`src/hw/rtl/assert_macros.svh`:
```
// assertion macros shared by the scheduler rtl
`ifndef ASSERT_MACROS_SVH
`define ASSERT_MACROS_SVH

// property checked on every rising clk edge outside of reset
`define ASSERT_CLK(label, prop, msg) \
	label: assert property (@(posedge clk) disable iff (!arst_n) (prop)) else $error(msg);

// expression that must never be true outside of reset
`define ASSERT_NEVER(label, expr, msg) \
	`ASSERT_CLK(label, !(expr), msg)

`endif

```
`src/hw/rtl/tts_pkg.sv`:
```
// types and constants of the time triggered task scheduler
package tts_pkg;

	localparam int SLOT_W      = 3;
	localparam int DATA_W      = 32;
	localparam int OP_W        = 3;
	localparam int MAX_RESULTS = 8;
	localparam int CNT_W       = $clog2(MAX_RESULTS + 1);
	localparam int IN_DATA_W   = 72;
	localparam int OUT_DATA_W  = 40;

	localparam logic [DATA_W-1:0] ELAPSED_MAX = '1;

	typedef enum logic [OP_W-1:0] {
		OP_TICK     = 3'd0,
		OP_DISPATCH = 3'd1,
		OP_ADD      = 3'd2,
		OP_DELETE   = 3'd3,
		OP_MODIFY   = 3'd4,
		OP_INIT     = 3'd5
	} op_t;

	// one slot entry of the period / elapsed memory
	typedef struct packed {
		logic [DATA_W-1:0] period;
		logic [DATA_W-1:0] elapsed;
	} slot_word_t;

	// verdict of the shared compare / increment unit
	typedef struct packed {
		logic              due;
		logic [DATA_W-1:0] next_elapsed;
	} alu_res_t;

	typedef struct packed {
		logic              last;
		logic              overrun_error;
		logic              status;
		logic [DATA_W-1:0] old_period;
		logic              due_valid;
		logic [SLOT_W-1:0] due_slot;
	} result_t;

endpackage

```
`src/hw/rtl/tts_mem.sv`:
```
// slot memory: one write port, one registered read port
module tts_mem #(
	parameter int DEPTH = 8,
	parameter int WIDTH = 64,
	localparam int AW = (DEPTH > 1) ? $clog2(DEPTH) : 1
) (
	input  logic             clk,
	input  logic             we,
	input  logic [AW-1:0]    waddr,
	input  logic [WIDTH-1:0] wdata,
	input  logic [AW-1:0]    raddr,
	output logic [WIDTH-1:0] rdata
);

	logic [WIDTH-1:0] mem_q [DEPTH];
	logic [WIDTH-1:0] rdata_q;

	always_ff @(posedge clk) begin
		if (we) begin
			mem_q[waddr] <= wdata;
		end
		rdata_q <= mem_q[raddr];
	end

	assign rdata = rdata_q;

endmodule

```
`src/hw/rtl/tts_alu.sv`:
```
// shared compare and saturating increment unit for one slot
module tts_alu import tts_pkg::*; (
	input  slot_word_t word,
	output alu_res_t   verdict
);

	always_comb begin
		verdict.due = (word.elapsed >= word.period);
		if (verdict.due) begin
			// count restarts at zero and then takes this tick
			verdict.next_elapsed = DATA_W'(1);
		end else if (word.elapsed == ELAPSED_MAX) begin
			verdict.next_elapsed = word.elapsed;
		end else begin
			verdict.next_elapsed = word.elapsed + DATA_W'(1);
		end
	end

endmodule

```
`src/hw/rtl/time_triggered_task_scheduler_top.sv`:
```
// time triggered task scheduler: sequencer over the slot memory and compare unit
// one transaction at a time; tick, delete, init, unused ops: result out the next cycle
// add: one active bit examined per cycle after the accept, up to the first free slot
// modify of a valid slot: waits on the registered read of the slot memory
// dispatch: SCAN each slot, EVAL each active one, then DONE, plus output stalls
// arst_n clears all control state, active and period-valid bits; no clearing pass
`include "assert_macros.svh"

module time_triggered_task_scheduler_top import tts_pkg::*; #(
	parameter int NUM_SLOTS = 8
) (
	input  logic                  clk,
	input  logic                  arst_n,
	input  logic                  s_tvalid,
	output logic                  s_tready,
	// [2:0] slot, [34:3] period_ticks, [66:35] start_delay, rest zero
	input  logic [IN_DATA_W-1:0]  s_tdata,
	// [2:0] op
	input  logic [OP_W-1:0]       s_tuser,
	output logic                  m_tvalid,
	input  logic                  m_tready,
	// [2:0] due_slot, [3] due_valid, [35:4] old_period, [36] status,
	// [37] overrun_error, rest zero
	output logic [OUT_DATA_W-1:0] m_tdata,
	output logic                  m_tlast
);

	localparam int IW = (NUM_SLOTS > 1) ? $clog2(NUM_SLOTS) : 1;

	typedef enum logic [2:0] {
		ST_IDLE,
		ST_ADD,
		ST_MOD,
		ST_SCAN,
		ST_EVAL,
		ST_DONE
	} state_t;

	state_t                state_q;
	logic [IW-1:0]         idx_q;
	logic [DATA_W-1:0]     per_q;
	logic [DATA_W-1:0]     dly_q;
	logic [CNT_W-1:0]      cnt_q;
	logic                  hold_valid_q;
	logic [IW-1:0]         hold_slot_q;
	logic [NUM_SLOTS-1:0]  active_q;
	logic [NUM_SLOTS-1:0]  pvalid_q;
	logic                  pending_q;
	logic                  overrun_q;
	result_t               out_q;
	logic                  m_tvalid_q;

	op_t                   in_op;
	logic [SLOT_W-1:0]     in_slot;
	logic [DATA_W-1:0]     in_per;
	logic [DATA_W-1:0]     in_dly;
	logic [IW-1:0]         in_idx;
	logic                  slot_ok;
	logic                  out_free;
	logic                  accept;
	logic                  last_slot;
	logic                  report_ok;
	logic                  eval_go;
	logic                  out_load;

	logic                  mem_we;
	logic [IW-1:0]         mem_raddr;
	slot_word_t            mem_wdata;
	slot_word_t            mem_rdata;
	alu_res_t              alu_out;

	function automatic result_t mk_res(logic [SLOT_W-1:0] dslot, logic dvalid,
		logic [DATA_W-1:0] oldp, logic stat, logic ovr, logic lst);
		result_t r;
		r.due_slot      = dslot;
		r.due_valid     = dvalid;
		r.old_period    = oldp;
		r.status        = stat;
		r.overrun_error = ovr;
		r.last          = lst;
		return r;
	endfunction

	assign in_op   = op_t'(s_tuser);
	assign in_slot = s_tdata[2:0];
	assign in_per  = s_tdata[34:3];
	assign in_dly  = s_tdata[66:35];
	assign in_idx  = IW'(in_slot);
	assign slot_ok = (int'(in_slot) < NUM_SLOTS);

	assign out_free  = !m_tvalid_q || m_tready;
	assign s_tready  = (state_q == ST_IDLE) && out_free;
	assign accept    = s_tvalid && s_tready;
	assign last_slot = (idx_q == IW'(NUM_SLOTS - 1));
	assign report_ok = (cnt_q < CNT_W'(MAX_RESULTS));
	// a new due slot pushes the held one out, which needs a free output register
	assign eval_go   = !(alu_out.due && report_ok && hold_valid_q && !out_free);

	tts_mem #(
		.DEPTH(NUM_SLOTS),
		.WIDTH($bits(slot_word_t))
	) u_mem (
		.clk  (clk),
		.we   (mem_we),
		.waddr(idx_q),
		.wdata(mem_wdata),
		.raddr(mem_raddr),
		.rdata(mem_rdata)
	);

	tts_alu u_alu (
		.word   (mem_rdata),
		.verdict(alu_out)
	);

	always_comb begin
		mem_raddr = (state_q == ST_IDLE) ? in_idx : idx_q;
		mem_we    = 1'b0;
		mem_wdata = mem_rdata;
		case (state_q)
			ST_ADD: begin
				mem_we            = !active_q[idx_q];
				mem_wdata.period  = per_q;
				mem_wdata.elapsed = dly_q;
			end
			ST_MOD: begin
				mem_we           = 1'b1;
				mem_wdata.period = per_q;
			end
			ST_EVAL: begin
				mem_we            = eval_go;
				mem_wdata.elapsed = alu_out.next_elapsed;
			end
			default: begin
				mem_we = 1'b0;
			end
		endcase
	end

	// a result transaction is loaded into the output register this cycle
	always_comb begin
		out_load = 1'b0;
		case (state_q)
			ST_IDLE: begin
				out_load = accept && (in_op != OP_DISPATCH) && (in_op != OP_ADD) &&
					!((in_op == OP_MODIFY) && slot_ok);
			end
			ST_ADD: begin
				out_load = !active_q[idx_q] || last_slot;
			end
			ST_MOD: begin
				out_load = 1'b1;
			end
			ST_EVAL: begin
				out_load = eval_go && alu_out.due && report_ok && hold_valid_q;
			end
			ST_DONE: begin
				out_load = out_free;
			end
			default: begin
				out_load = 1'b0;
			end
		endcase
	end

	always_ff @(posedge clk or negedge arst_n) begin
		if (!arst_n) begin
			state_q      <= ST_IDLE;
			idx_q        <= '0;
			per_q        <= '0;
			dly_q        <= '0;
			cnt_q        <= '0;
			hold_valid_q <= 1'b0;
			hold_slot_q  <= '0;
			active_q     <= '0;
			pvalid_q     <= '0;
			pending_q    <= 1'b0;
			overrun_q    <= 1'b0;
			out_q        <= '0;
			m_tvalid_q   <= 1'b0;
		end else begin
			if (out_load) begin
				m_tvalid_q <= 1'b1;
			end else if (m_tvalid_q && m_tready) begin
				m_tvalid_q <= 1'b0;
			end
			case (state_q)
				ST_IDLE: begin
					if (accept) begin
						idx_q <= ((in_op == OP_DISPATCH) || (in_op == OP_ADD)) ? '0 : in_idx;
						per_q <= in_per;
						dly_q <= in_dly;
						case (in_op)
							OP_TICK: begin
								if (pending_q) begin
									overrun_q <= 1'b1;
								end else begin
									pending_q <= 1'b1;
								end
								out_q      <= mk_res('0, 1'b0, '0, 1'b0,
									overrun_q | pending_q, 1'b1);
							end
							OP_DISPATCH: begin
								cnt_q        <= '0;
								hold_valid_q <= 1'b0;
								state_q      <= ST_SCAN;
							end
							OP_ADD: begin
								state_q <= ST_ADD;
							end
							OP_DELETE: begin
								if (slot_ok) begin
									active_q[in_idx] <= 1'b0;
									pvalid_q[in_idx] <= 1'b0;
								end
								out_q      <= mk_res('0, 1'b0, '0, 1'b0, overrun_q, 1'b1);
							end
							OP_MODIFY: begin
								if (slot_ok) begin
									state_q <= ST_MOD;
								end else begin
									out_q      <= mk_res('0, 1'b0, '0, 1'b0, overrun_q, 1'b1);
								end
							end
							OP_INIT: begin
								active_q   <= '0;
								pvalid_q   <= '0;
								pending_q  <= 1'b0;
								overrun_q  <= 1'b0;
								out_q      <= mk_res('0, 1'b0, '0, 1'b0, 1'b0, 1'b1);
							end
							default: begin
								out_q      <= mk_res('0, 1'b0, '0, 1'b0, overrun_q, 1'b1);
							end
						endcase
					end
				end
				ST_ADD: begin
					if (!active_q[idx_q]) begin
						active_q[idx_q] <= 1'b1;
						pvalid_q[idx_q] <= 1'b1;
						out_q      <= mk_res(SLOT_W'(idx_q), 1'b1, '0, 1'b0, overrun_q, 1'b1);
						state_q    <= ST_IDLE;
					end else if (last_slot) begin
						// table full
						out_q      <= mk_res('0, 1'b0, '0, 1'b1, overrun_q, 1'b1);
						state_q    <= ST_IDLE;
					end else begin
						idx_q <= idx_q + IW'(1);
					end
				end
				ST_MOD: begin
					pvalid_q[idx_q] <= 1'b1;
					out_q      <= mk_res('0, 1'b0,
						pvalid_q[idx_q] ? mem_rdata.period : '0, 1'b0, overrun_q, 1'b1);
					state_q    <= ST_IDLE;
				end
				ST_SCAN: begin
					if (active_q[idx_q]) begin
						state_q <= ST_EVAL;
					end else if (last_slot) begin
						state_q <= ST_DONE;
					end else begin
						idx_q <= idx_q + IW'(1);
					end
				end
				ST_EVAL: begin
					if (eval_go) begin
						if (alu_out.due && report_ok) begin
							cnt_q        <= cnt_q + CNT_W'(1);
							hold_valid_q <= 1'b1;
							hold_slot_q  <= idx_q;
							if (hold_valid_q) begin
								out_q      <= mk_res(SLOT_W'(hold_slot_q), 1'b1, '0, 1'b0,
									overrun_q, 1'b0);
							end
						end
						if (last_slot) begin
							state_q <= ST_DONE;
						end else begin
							idx_q   <= idx_q + IW'(1);
							state_q <= ST_SCAN;
						end
					end
				end
				ST_DONE: begin
					if (out_free) begin
						// held transaction, or an empty one when nothing was due
						out_q        <= mk_res(hold_valid_q ? SLOT_W'(hold_slot_q) : '0,
							hold_valid_q, '0, 1'b0, overrun_q, 1'b1);
						pending_q    <= 1'b0;
						hold_valid_q <= 1'b0;
						state_q      <= ST_IDLE;
					end
				end
				default: begin
					state_q <= ST_IDLE;
				end
			endcase
		end
	end

	assign m_tvalid = m_tvalid_q;
	assign m_tlast  = out_q.last;
	assign m_tdata  = OUT_DATA_W'({out_q.overrun_error, out_q.status, out_q.old_period,
		out_q.due_valid, out_q.due_slot});

	`ASSERT_NEVER(a_hold_empty_idle, (state_q == ST_IDLE) && hold_valid_q,
		"held dispatch transaction left over in idle")
	`ASSERT_NEVER(a_cnt_range, cnt_q > CNT_W'(MAX_RESULTS),
		"dispatch reported more transactions than allowed")
	`ASSERT_CLK(a_eval_active, (state_q == ST_EVAL) |-> active_q[idx_q],
		"evaluating an inactive slot")
	`ASSERT_CLK(a_done_clears_pending, ((state_q == ST_DONE) && out_free) |=> !pending_q,
		"tick still pending after dispatch")

endmodule

```
`config.mk`:
```
export PLATFORM = sky130hd
export DESIGN_NAME = time_triggered_task_scheduler_top
export DESIGN_NICKNAME = d
export VERILOG_FILES = /design/src/hw/rtl/tts_pkg.sv /design/src/hw/rtl/tts_mem.sv /design/src/hw/rtl/tts_alu.sv /design/src/hw/rtl/time_triggered_task_scheduler_top.sv
export VERILOG_INCLUDE_DIRS = /design/src /design/src/hw/rtl
export SDC_FILE = /design/constraint.sdc
export NUM_CORES = 1
export LEC_CHECK = 0
export ABC_CLOCK_PERIOD_IN_PS = 11140
export BUFFER_PORTS_ARGS = -buffer_cell sky130_fd_sc_hd__buf_2
export CAP_MARGIN = 10
export CORE_AREA = 3 3 288 262
export CTS_BUF_LIST = sky130_fd_sc_hd__clkbuf_8
export DETAILED_ROUTE_END_ITERATION = 7
export DIE_AREA = 0 0 291 265
export GPL_TIMING_DRIVEN = 0
export HOLD_SLACK_MARGIN = 0.05
export PLACE_DENSITY = 0.57
export SKIP_CTS_REPAIR_TIMING = 1
export SLEW_MARGIN = 10
export SYNTH_ARGS = -nofsm -noshare
export SYNTH_HDL_FRONTEND = slang
export SYNTH_SLANG_ARGS = --single-unit
export TNS_END_PERCENT = 5
```
`constraint.sdc`:
```
create_clock -name clk -period 11.14 [get_ports clk]
set_input_delay 2.228 -clock clk [delete_from_list [all_inputs] [get_ports clk]]
set_output_delay 2.228 -clock clk [all_outputs]
set_load 0.01 [all_outputs]
```
Word level (Yosys, flattened, before mapping):

Memories as Yosys holds them, arrays and structs flattened. A register that Yosys moved wholly into a read port is not among the register bits.
Cells that the tools add are included.

* add/subtract/negate cells: 3
* $lt $le $gt $ge: 6
* eq/ne operators: 30
* multiplexer cells: 71
* bitwise logic cells: 7
* reduce and logical (&&, ||, !) cells: 46

Operator list (count)
* two-way mux 39 bit: 7
* case mux 39 bit (5 select lines): 1
* two-way mux 32 bit: 4
* case mux 39 bit (3 select lines): 1
* case mux 32 bit (2 select lines): 1
* two-way mux 3 bit: 16
* case mux 8 bit (2 select lines): 3
* adder 32 x 1 -> 32 bit, second input constant: 1
* equality test 32 bit, second input constant: 1
* >= comparator 32 bit: 1
* two-way mux 8 bit: 4
* case mux 8 bit (3 select lines): 1
* inequality test 2 bit, second input constant: 10
* bitwise AND 8 bit: 2
* two-way mux 4 bit: 4
* OR 8 bit: 2
* AND reduction 4 bit: 4
* equality test 3 bit, second input constant: 5
* two-way mux 1 bit: 15
* case mux 3 bit (5 select lines): 1
* logical AND 1 bit: 14
* equality test 3 x 2 -> 1 bit, second input constant: 4
* case mux 3 bit (4 select lines): 1
* AND reduction 6 bit: 2
* other kinds (34): 58

* register bits: 136
* memory bits (writable): 512
* bits of input ports: 79
* output and inout bits: 43
* logic and storage cells: 182
* memories kept: 1

Memory list
* u_mem.mem_q: words 8, width 64, rd ports 1, clocked after Yosys merged registers in 1, write ports 1, RTL line tts_mem.sv:15 `logic [WIDTH-1:0] mem_q [DEPTH];`

Logic depth before layout (Yosys ltp):

Gate-level depths: netlist of the first run.

* depth in word-level cells: 10
* gate-level depth with buffers: 11

By module:

A second synthesis of the first run with hierarchy kept.

* cells, all modules: 1705
* area total of the unflattened synthesis: 29453.2 um^2

By module, submodules not included
* tts_mem: instances 1, cells each 816, area an instance 20558.5 um^2, sequential area each 16656.0 um^2
* time_triggered_task_scheduler_top: instances 1, cells each 609, area an instance 6970.4 um^2, sequential area each 3403.3 um^2
* tts_alu: instances 1, cells each 280, area an instance 1924.3 um^2, sequential area each 0.0 um^2

Worst setup path before layout of the first run:

OpenSTA, ideal clock, no wires.

* kind: input to register
* start point: in m_tready
* end point: mem u_mem.mem_q[6][0], enable pin
* library setup time: 565 ps
* arrival time: 7129 ps
* data required time: 10575 ps
* path slack: 3446 ps
* cell stages on the path: 5
* cell sequence: nand2b_1 nor2_1 o21ai_0 a22oi_1 nor3_1

* longest elaborated chain between the ends: 7

RTL lines
* start: declaration: RTL line time_triggered_task_scheduler_top.sv:21 `input logic m_tready,`
* logical OR 1 bit: RTL line time_triggered_task_scheduler_top.sv:91 `assign out_free = !m_tvalid_q || m_tready;`
* zero test 1 bit: RTL line time_triggered_task_scheduler_top.sv:97 `assign eval_go = !(alu_out.due && report_ok && hold_valid_q && !out_free);`
* logical AND 1 bit: RTL line time_triggered_task_scheduler_top.sv:97
* zero test 1 bit: RTL line time_triggered_task_scheduler_top.sv:97
* case mux 1 bit (3 select lines): RTL line time_triggered_task_scheduler_top.sv:120 `case (state_q)`
* two-way mux 1 bit: RTL line tts_mem.sv:19 `if (we) begin`
* two-way mux 1 bit (implied by the code): RTL line tts_mem.sv:20 `mem_q[waddr] <= wdata;`
* end: declaration: RTL line tts_mem.sv:15

No other way between the ends.

Worst setup path after layout of the first run:

* start point: in m_tready
* end point: out s_tready

* longest elaborated chain between the ends: 2

RTL lines
* logical OR 1 bit: RTL line time_triggered_task_scheduler_top.sv:91
* logical AND 1 bit: RTL line time_triggered_task_scheduler_top.sv:92 `assign s_tready = (state_q == ST_IDLE) && out_free;`
* end: declaration: RTL line time_triggered_task_scheduler_top.sv:15 `output logic s_tready,`

No other way between the ends.

==> flow_metrics.py, run 1 <==
metrics = {
    "outcome": {
        "run_status": "complete, no violations",
    },
    "global_routing": {
        "grt_pass1_wl_um": 114000,
        "grt_max_degree": 72,
        "grtUsageTotal_pct": 19.8,
        "use_met3_pct": 3.79,
        "grt_pass1_vias": 17800,
        "globalRouteMet1Util_pct": 27.5,
        "busiest_layer": "met2",
        "met2_usage_pct": 31.8,
        "gr-total-overflow": 0,
        "antenna_found_initial": 4,
    },
    "placement": {
        "dp_hpwl_um": 52800,
        "dp.cells": 2974,
        "io_buffers": 110,
        "routabilityCongestion": 0.881,
    },
    "critical_path": {
        "crit_required_ns": 8.91,
        "cp_max_fo": 4,
        "crit_chain": "buf_2, nor2b_1, nor2_1, buf_2",
        "critPathTopFamily": "simple AND/OR/NAND/NOR gates",
        "worst_ep_arrival_time_ns": 2.84,
        "end_kind": "primary output",
        "cp.buffers_inverters": 2,
        "slowest_stage": "nor2b_1",
        "critPathLaunchType": "input port",
        "crit_top_cell": "buf_2",
        "critPathKind": "in2out",
        "max_stage_delay_ns": 0.29,
    },
    "power": {
        "p_leak_nw": 12.6,
        "switching_share_pct": 36.5,
        "pwr-share-clk_pct": 21.0,
        "sequentialPowerShare_pct": 42.0,
        "p_int_mw": 6.60,
        "ir_drop_mv": 0.129,
        "p_comb_share_pct": 37.0,
        "p_per_area_nw_per_um2": 309,
        "p_switching_mw": 3.80,
    },
    "synthesis": {
        "synth.cell_area_um2": 28900,
        "synth.avg_cell_area_um2": 15.6,
        "synth_ff_type": "edfxtp_1",
        "synth_area_leader_cell": "edfxtp_1",
        "synth_cell_types": 73,
        "yosysTopAreaCellShare_pct": 53.1,
        "synth-edff-count": 512,
        "synth.most_common_cell": "edfxtp_1",
        "ys_top_cells_by_area": "edfxtp_1 53%, dfrtp_1 12%, mux4_2 10%",
        "syn-instance-count": 1858,
        "ys_ff_latch": 712,
        "ys_top_cells_by_count": "512 x edfxtp_1, 288 x nand2_1, 136 x dfrtp_1",
        "synth_warnings": 0,
        "yosysSeqAreaShare_pct": 69.3,
        "ys_async_sr_fraction_pct": 19.1,
    },
    "floorplan": {
        "die_x_um": 291,
        "std_cell_rows": 94,
        "coreArea_um2": 72800,
        "start_util_pct": 39.7,
        "ios": 122,
        "dieArea_um2": 77100,
        "die_h_um": 265,
    },
    "clock_tree": {
        "cts_tree": "built",
        "cts_num_sinks": 712,
        "clock-root-buffer": "clkbuf_8",
        "htree_levels": 3,
        "clock_latency_ns": 0.73,
        "clock_path_buffers": 3,
        "cts_buffers": 114,
        "clk_pin_slew_ns": 0.06,
    },
    "route": {
        "vias": 17500,
        "totalWireLength_um": 76500,
        "drcViolationCount": 0,
        "drt-vias-per-instance": 5.48,
        "ant_nets": 0,
        "drtIter0Drc": 1658,
        "firstDrtPassIters": 7,
        "wl_per_cell_um": 23.9,
    },
    "timing": {
        "clock_skew_ns": 0.0562,
        "hold_viol": 0,
        "finalSetupViolations": 0,
        "rsz0062_at_grt": "no",
        "timing.setup.tns_ns": 0,
        "fin_crit_sh_pct": 45.5,
        "min_period_ns": 5.07,
        "worst_pin_slew_ns": 1.07,
        "slew_headroom_pct": 28.1,
        "fmax_mhz": 197,
        "drv_slew": 0,
    },
    "flow_run": {
        "drv_cap": 0,
    },
    "layout": {
        "nets": 2246,
        "final_cells": 3193,
        "drive_gt1_share_pct": 24.8,
        "area_growth_pct": 16.4,
    },
    "worst_hold_path": {
        "hp-class": "reg2reg",
    },
}
==> power by group through the flow <==
stage / logic, mW / registers, mW / clock network, mW
after floorplan: 2.55 / 4.26 / 0
after global placement: 3.64 / 4.47 / 0
after detailed placement: 3.86 / 4.42 / 0
after CTS: 3.88 / 4.37 / 2.24
after global routing: 4.21 / 4.42 / 2.36
final: 3.85 / 4.37 / 2.19
==> registers in the layout (all words and copies together) (netlist names) <==
register,count
dly_q,32
idx_q,3
u_mem.mem_q,512
hold_slot_q,3
u_mem.rdata,64
state_q,3
cnt_q,4
m_tvalid,1
pending_q,1
m_tdata,38
active_q,8
hold_valid_q,1
m_tlast,1
per_q,32
pvalid_q,8
overrun_q,1
==> kinds of logic (layout without fill, tap and decap cells) <==
kind of cell             count (synthesis)  count (layout)  synth area share (%)
multiplexers                           206             206                  13.0
other                                    1               3                0.0130
buffers and inverters                  145             518                  2.05
AND/OR/NAND/NOR                        464             464                  7.19
adder cells (fa/ha/maj)                 36              36                  1.56
AO/OA/AOI/OAI                          285             285                  6.61
flip-flops                             712             712                  69.3
XOR/XNOR                                 9               9                 0.272
==> cell usage in the layout (no fill, tap or decap), drive strengths merged, types with 64 or more instances in the layout <==
master	instances
dfrtp	136
buf	188
edfxtp	512
nand2	288
mux4	128
clkbuf	201
dfxtp	64
o21ai	89
inv	93
mux2	73
==> metrics by stage <==
stage | instance area [um2] | power, mW | worst slack, ns | hold slack [ns] | utilization (%)
final | 33700 | 10.4 | 6.07 | 0.467 | 46.3
after global routing | 33700 | 11.0 | 5.83 | 0.484 | 46.3
after CTS | 33700 | 10.5 | 6.06 | 0.477 | 46.3
after detailed placement | 31400 | 8.28 | 5.58 | 0.463 | 43.1
after global placement | 30700 | 8.11 | -2.35 | 0.461 | 42.2
after floorplan | 28900 | 6.82 | 3.45 | 0.446 | -
==> layout make-up <==
type                    count  area [um2]
fillers                  6328       39100
flip-flops and latches    712       20100
multi-input cells        1002        8350
clock buffers             135        1860
well taps                 960        1200
repair buffers            156        1190
clock inverters            82         424
plain buffers              98         418
inverters                  47         176
diodes                      1        2.50
==> final timing paths <==
check / from / endpoint / slack [ns] / cells past startpoint
max: m_tready / s_tready / 6.07 / 4
min: u_mem.rdata[53]$_DFF_P_ / m_tdata[25]$_DFFE_PN0P_ / 0.47 / 1
max reg2reg: u_mem.rdata[62]$_DFF_P_ / u_mem.mem_q[6][23]$_DFFE_PP_ / 6.13 / 15
min reg2reg: u_mem.rdata[53]$_DFF_P_ / m_tdata[25]$_DFFE_PN0P_ / 0.47 / 1
max in group asynchronous: arst_n / m_tdata[28]$_DFFE_PN0P_ / 8.84 / 2
min in group asynchronous: arst_n / state_q[0]$_DFFE_PN0P_ / 1.50 / 1
==> routing by layer <==
layer  vias up  share of wire [%]
met3       139                6.4
met5         -              0.017
met4         2                2.6
li1       7732                  -
met2       661                 48
met1      8950                 43
(Power assumes the default switching activity.)
==> inputs of run 2 (changes only) <==
ABC_CLOCK_PERIOD_IN_PS = 5300   (was 11140)
clock period = 5.3 ns   (was 11.14 ns; I/O delays follow)
==> flow_metrics.py, run 2 (synthesized netlist as in run 1, its figures left out) <==
metrics = {
    "timing": {
        "rsz0062_at_grt": "no",
        "hold_viol": 0,
        "slew_headroom_pct": 27.9,
        "drv_slew": 0,
        "finalSetupViolations": 0,
        "min_period_ns": 4.90,
        "clock_skew_ns": 0.0550,
        "fin_crit_sh_pct": 92.4,
        "fmax_mhz": 204,
        "worst_pin_slew_ns": 1.07,
    },
    "critical_path": {
        "critPathLaunchType": "register",
        "worst_ep_arrival_time_ns": 5.34,
        "critPathKind": "reg2reg",
        "end_kind": "register",
        "cp_max_fo": 9,
        "startpoint": "u_mem.rdata[60]$_DFF_P_",
        "r2r_start": "u_mem.rdata[60]$_DFF_P_",
        "reg2reg_depth": 15,
        "crit_required_ns": 5.74,
    },
    "layout": {
        "area_growth_pct": 16.4,
        "regMostFlops": "u_mem.mem_q",
        "nets": 2246,
        "drive_gt1_share_pct": 24.8,
        "largest_register_ffs": 512,
        "final_util_pct": 46.3,
        "final_cell_mix": "512 x edfxtp_1, 288 x nand2_1, 136 x dfrtp_1, 135 x clkbuf_8, 129 x buf_2",
        "final_common_cell": "edfxtp_1",
    },
    "power": {
        "ir_drop_mv": 0.272,
        "p_leak_nw": 12.6,
        "power.total_mw": 21.9,
        "p_per_area_nw_per_um2": 649,
    },
    "clock_tree": {
        "clock_path_buffers": 3,
        "cts_tree": "built",
        "clock-root-buffer": "clkbuf_8",
        "cts_buffers": 114,
        "clk_pin_slew_ns": 0.07,
        "clock_latency_ns": 0.73,
        "htree_levels": 3,
        "cts_num_sinks": 712,
    },
    "global_routing": {
        "grtUsageTotal_pct": 19.8,
        "grt_pass1_wl_um": 114000,
        "antenna_found_initial": 4,
        "grt_pass1_vias": 17800,
        "grt_max_degree": 72,
        "gr-total-overflow": 0,
    },
    "placement": {
        "dp_hpwl_um": 52800,
        "routabilityCongestion": 0.881,
        "io_buffers": 110,
    },
    "route": {
        "vias": 17600,
        "totalWireLength_um": 76600,
        "drt-vias-per-instance": 5.51,
        "ant_nets": 0,
        "drtIter0Drc": 1668,
        "wl_per_cell_um": 24.0,
        "firstDrtPassIters": 6,
        "drcViolationCount": 0,
    },
    "worst_hold_path": {
        "hp-class": "in2async",
    },
    "floorplan": {
        "die_x_um": 291,
        "coreArea_um2": 72800,
        "std_cell_rows": 94,
        "dieArea_um2": 77100,
        "die_h_um": 265,
        "ios": 122,
        "start_util_pct": 39.7,
    },
    "flow_run": {
        "drv_cap": 0,
    },
    "outcome": {
        "run_status": "complete, no violations",
    },
}
==> run 2: cell counts in the layout (fill, tap and decap cells not counted) <==
Identical to the previous run, type by type.
==> run 2: final cells by class <==
type                            count  area (um2)
Clock buffer                      135        1860
Inverter                           47         176
Antenna cell                        1        2.50
Multi-Input combinational cell   1002        8360
Tap cell                          960        1200
Clock inverter                     82         424
Fill cell                        6329       39100
Sequential cell                   712       20100
Buffer                             98         418
Timing Repair Buffer              156        1190
==> run 2: critical path: stages, from the launching register on <==
cell and delay [ns]:
dfxtp_1 0.42, inv_1 0.14, ha_1 0.31, nand4_1 0.16
nor4_1 0.71, nand2b_1 0.12, a21oi_1 0.43, o21ai_0 0.14
a22oi_1 0.75, buf_4 0.32, nor3_4 0.10, buf_4 0.23
buf_6 0.16, buf_4 0.19, buf_4 0.20, buf_4 0.20
==> run 2: metal layers <==
metal / global-route usage [%] / wire length [um] / up-vias
li1: - / - / 7731
met1: 27.5 / 33300 / 9052
met2: 31.8 / 36500 / 668
met3: 3.79 / 4800 / 144
met4: 5.85 / 1990 / 2
met5: 0 / 13 / -
==> run 2: final timing paths <==
| check | slack [ns] | to |
|---|---|---|
| max | 0.40 | u_mem.mem_q[6][23]$_DFFE_PP_ |
| min | 0.32 | state_q[0]$_DFFE_PN0P_ |
| max reg2reg | 0.40 | u_mem.mem_q[6][23]$_DFFE_PP_ |
| min reg2reg | 0.47 | m_tdata[36]$_DFFE_PN0P_ |
| max in group asynchronous | 4.18 | m_tdata[28]$_DFFE_PN0P_ |
| min in group clk | 0.47 | m_tdata[36]$_DFFE_PN0P_ |
==> run 2: where the power goes <==
part / switching, mW / internal [mW]
clock network: 2.18 / 2.42
logic: 5.01 / 3.09
registers: 0.801 / 8.37
total: 8.00 / 13.9
==> run 2: stage by stage <==
step | hold WS [ns] | instances | setup WS, ns | cell area [um2] | setup TNS, ns
after global placement | 0.461 | 2929 | -7.57 | 30700 | -2672.09
after CTS | 0.291 | 3191 | 0.346 | 33700 | 0
after detailed placement | 0.463 | 2974 | 0.413 | 31400 | 0
final | 0.322 | 3193 | 0.400 | 33700 | 0
after global routing | 0.323 | 3193 | 0.132 | 33700 | 0
after floorplan | 0.446 | 1859 | -1.48 | 28900 | -283.88
==> inputs of run 3 (changes only) <==
REMOVE_ABC_BUFFERS = 1   (was not set)
==> flow_metrics.py, run 3 (synthesized netlist as in run 1, its figures left out) <==
metrics = {
    "outcome": {
        "run_status": "complete, no violations",
    },
    "global_routing": {
        "gr-total-overflow": 0,
        "grt_max_degree": 80,
        "antenna_found_initial": 0,
        "grt_pass1_vias": 17800,
        "grtUsageTotal_pct": 18.5,
        "grt_pass1_wl_um": 109000,
    },
    "critical_path": {
        "reg2reg_depth": 12,
        "crit_end": "u_mem.mem_q[7][49]$_DFFE_PP_",
        "critPathLaunchType": "register",
        "worst_ep_arrival_time_ns": 4.95,
        "end_kind": "register",
        "crit_required_ns": 5.70,
        "regToRegSetupSlack_ns": 0.75,
        "cp_max_fo": 10,
        "critPathKind": "reg2reg",
        "reg2reg_to": "u_mem.mem_q[7][49]$_DFFE_PP_",
        "r2r_start": "u_mem.rdata[53]$_DFF_P_",
        "startpoint": "u_mem.rdata[53]$_DFF_P_",
    },
    "timing": {
        "worst_pin_slew_ns": 1.09,
        "drv_slew": 0,
        "slew_headroom_pct": 27.2,
        "hold_viol": 0,
        "clock_skew_ns": 0.0380,
        "setup_slack_ns": 0.746,
        "finalSetupViolations": 0,
        "rsz0062_at_grt": "no",
        "fmax_mhz": 220,
        "fin_crit_sh_pct": 85.9,
        "min_period_ns": 4.55,
    },
    "clock_tree": {
        "cts_buffers": 111,
        "clock_latency_ns": 0.72,
        "cts_tree": "built",
        "clk_pin_slew_ns": 0.06,
        "cts_num_sinks": 712,
        "htree_levels": 3,
        "clock_path_buffers": 3,
        "clock-root-buffer": "clkbuf_8",
    },
    "power": {
        "power.total_mw": 22.2,
        "p_leak_nw": 12.7,
        "p_per_area_nw_per_um2": 647,
        "ir_drop_mv": 0.260,
    },
    "placement": {
        "dp_hpwl_um": 48000,
        "routabilityCongestion": 0.818,
        "io_buffers": 114,
        "pre_cts_ws_ns": 0.853,
        "dp.cells": 2921,
    },
    "layout": {
        "final_cells": 3131,
        "largest_register_ffs": 512,
        "drive_gt1_share_pct": 26.2,
        "regMostFlops": "u_mem.mem_q",
        "final_common_cell": "edfxtp_1",
        "antennaDiodeCount": 0,
        "area_growth_pct": 18.3,
        "nets": 2189,
        "n_fill_cell": 6223,
        "final_cell_mix": "512 x edfxtp_1, 288 x nand2_1, 136 x dfrtp_1, 128 x mux4_2, 123 x clkbuf_8",
    },
    "route": {
        "drcViolationCount": 0,
        "dr_wl_met2_um": 35200,
        "vias": 17000,
        "firstDrtPassIters": 5,
        "wl_per_cell_um": 22.8,
        "drtIter0Drc": 1337,
        "wl_met3_um": 3580,
        "totalWireLength_um": 71300,
        "ant_nets": 0,
        "wl_met1_um": 31100,
        "drt-vias-per-instance": 5.43,
        "top_layer": "met4",
    },
    "floorplan": {
        "dieArea_um2": 77100,
        "die_x_um": 291,
        "coreArea_um2": 72800,
        "ios": 122,
        "start_util_pct": 39.7,
        "die_h_um": 265,
        "std_cell_rows": 94,
    },
    "worst_hold_path": {
        "hp-class": "in2async",
    },
    "flow_run": {
        "drv_cap": 0,
    },
}
==> run 3: how the worst min path moves through the flow <==
stage                         endpoint  depth (start not counted)
2_1_floorplan    dly_q[11]$_DFFE_PN0P_                          2
3_3_place_gp     per_q[18]$_DFFE_PN0P_                          2
3_5_place_dp   m_tdata[36]$_DFFE_PN0P_                          1
4_1_cts         m_tdata[5]$_DFFE_PN0P_                          1
5_1_grt         m_tdata[5]$_DFFE_PN0P_                          1
6_report        m_tdata[5]$_DFFE_PN0P_                          1
==> run 3: power breakdown <==
| part | internal [mW] | switching (mW) | total (mW) |
|---|---|---|---|
| logic | 3.66 | 4.69 | 8.35 |
| registers | 8.37 | 0.840 | 9.21 |
| clock network | 2.47 | 2.14 | 4.61 |
==> run 3: stage by stage <==
stage | area [um2] | hold WS [ns] | setup TNS [ns] | utilization (%)
global placement | 30300 | 0.461 | -4657.76 | 41.6
global route | 34200 | 0.338 | 0 | 47.0
CTS | 34200 | 0.303 | 0 | 47.0
detailed placement | 32000 | 0.461 | 0 | 44.0
finish | 34200 | 0.347 | 0 | 47.0
floorplan | 28500 | 0.446 | -827.10 | -
==> run 3: layout make-up <==
type | instances | area, um2 | share of cell area [%]
Inverter | 47 | 176 | 0.515
Multi-Input combinational cell | 1002 | 8450 | 24.7
Timing Repair Buffer | 200 | 2120 | 6.19
Clock buffer | 123 | 1690 | 4.94
Tap cell | 960 | 1200 | 3.51
Clock inverter | 87 | 537 | 1.57
Sequential cell | 712 | 20100 | 58.6
==> run 3: routing by layer <==
metal / vias up / global-route usage, %
li1: 7617 / -
met1: 8766 / 25.0
met2: 486 / 31.1
met3: 135 / 3.27
met4: 0 / 4.74
met5: - / 0
==> run 3: critical path, stage by stage, from the launching register on <==
cell      delay [ns]
dfxtp_1         0.35
inv_1           0.10
ha_1            0.31
a21oi_1         0.15
o21ai_0         0.14
a221oi_1        0.63
a21oi_1         0.32
o21ai_0         0.30
a22oi_1         0.30
nor3_2          0.84
buf_4           0.35
buf_4           0.23
buf_4           0.21
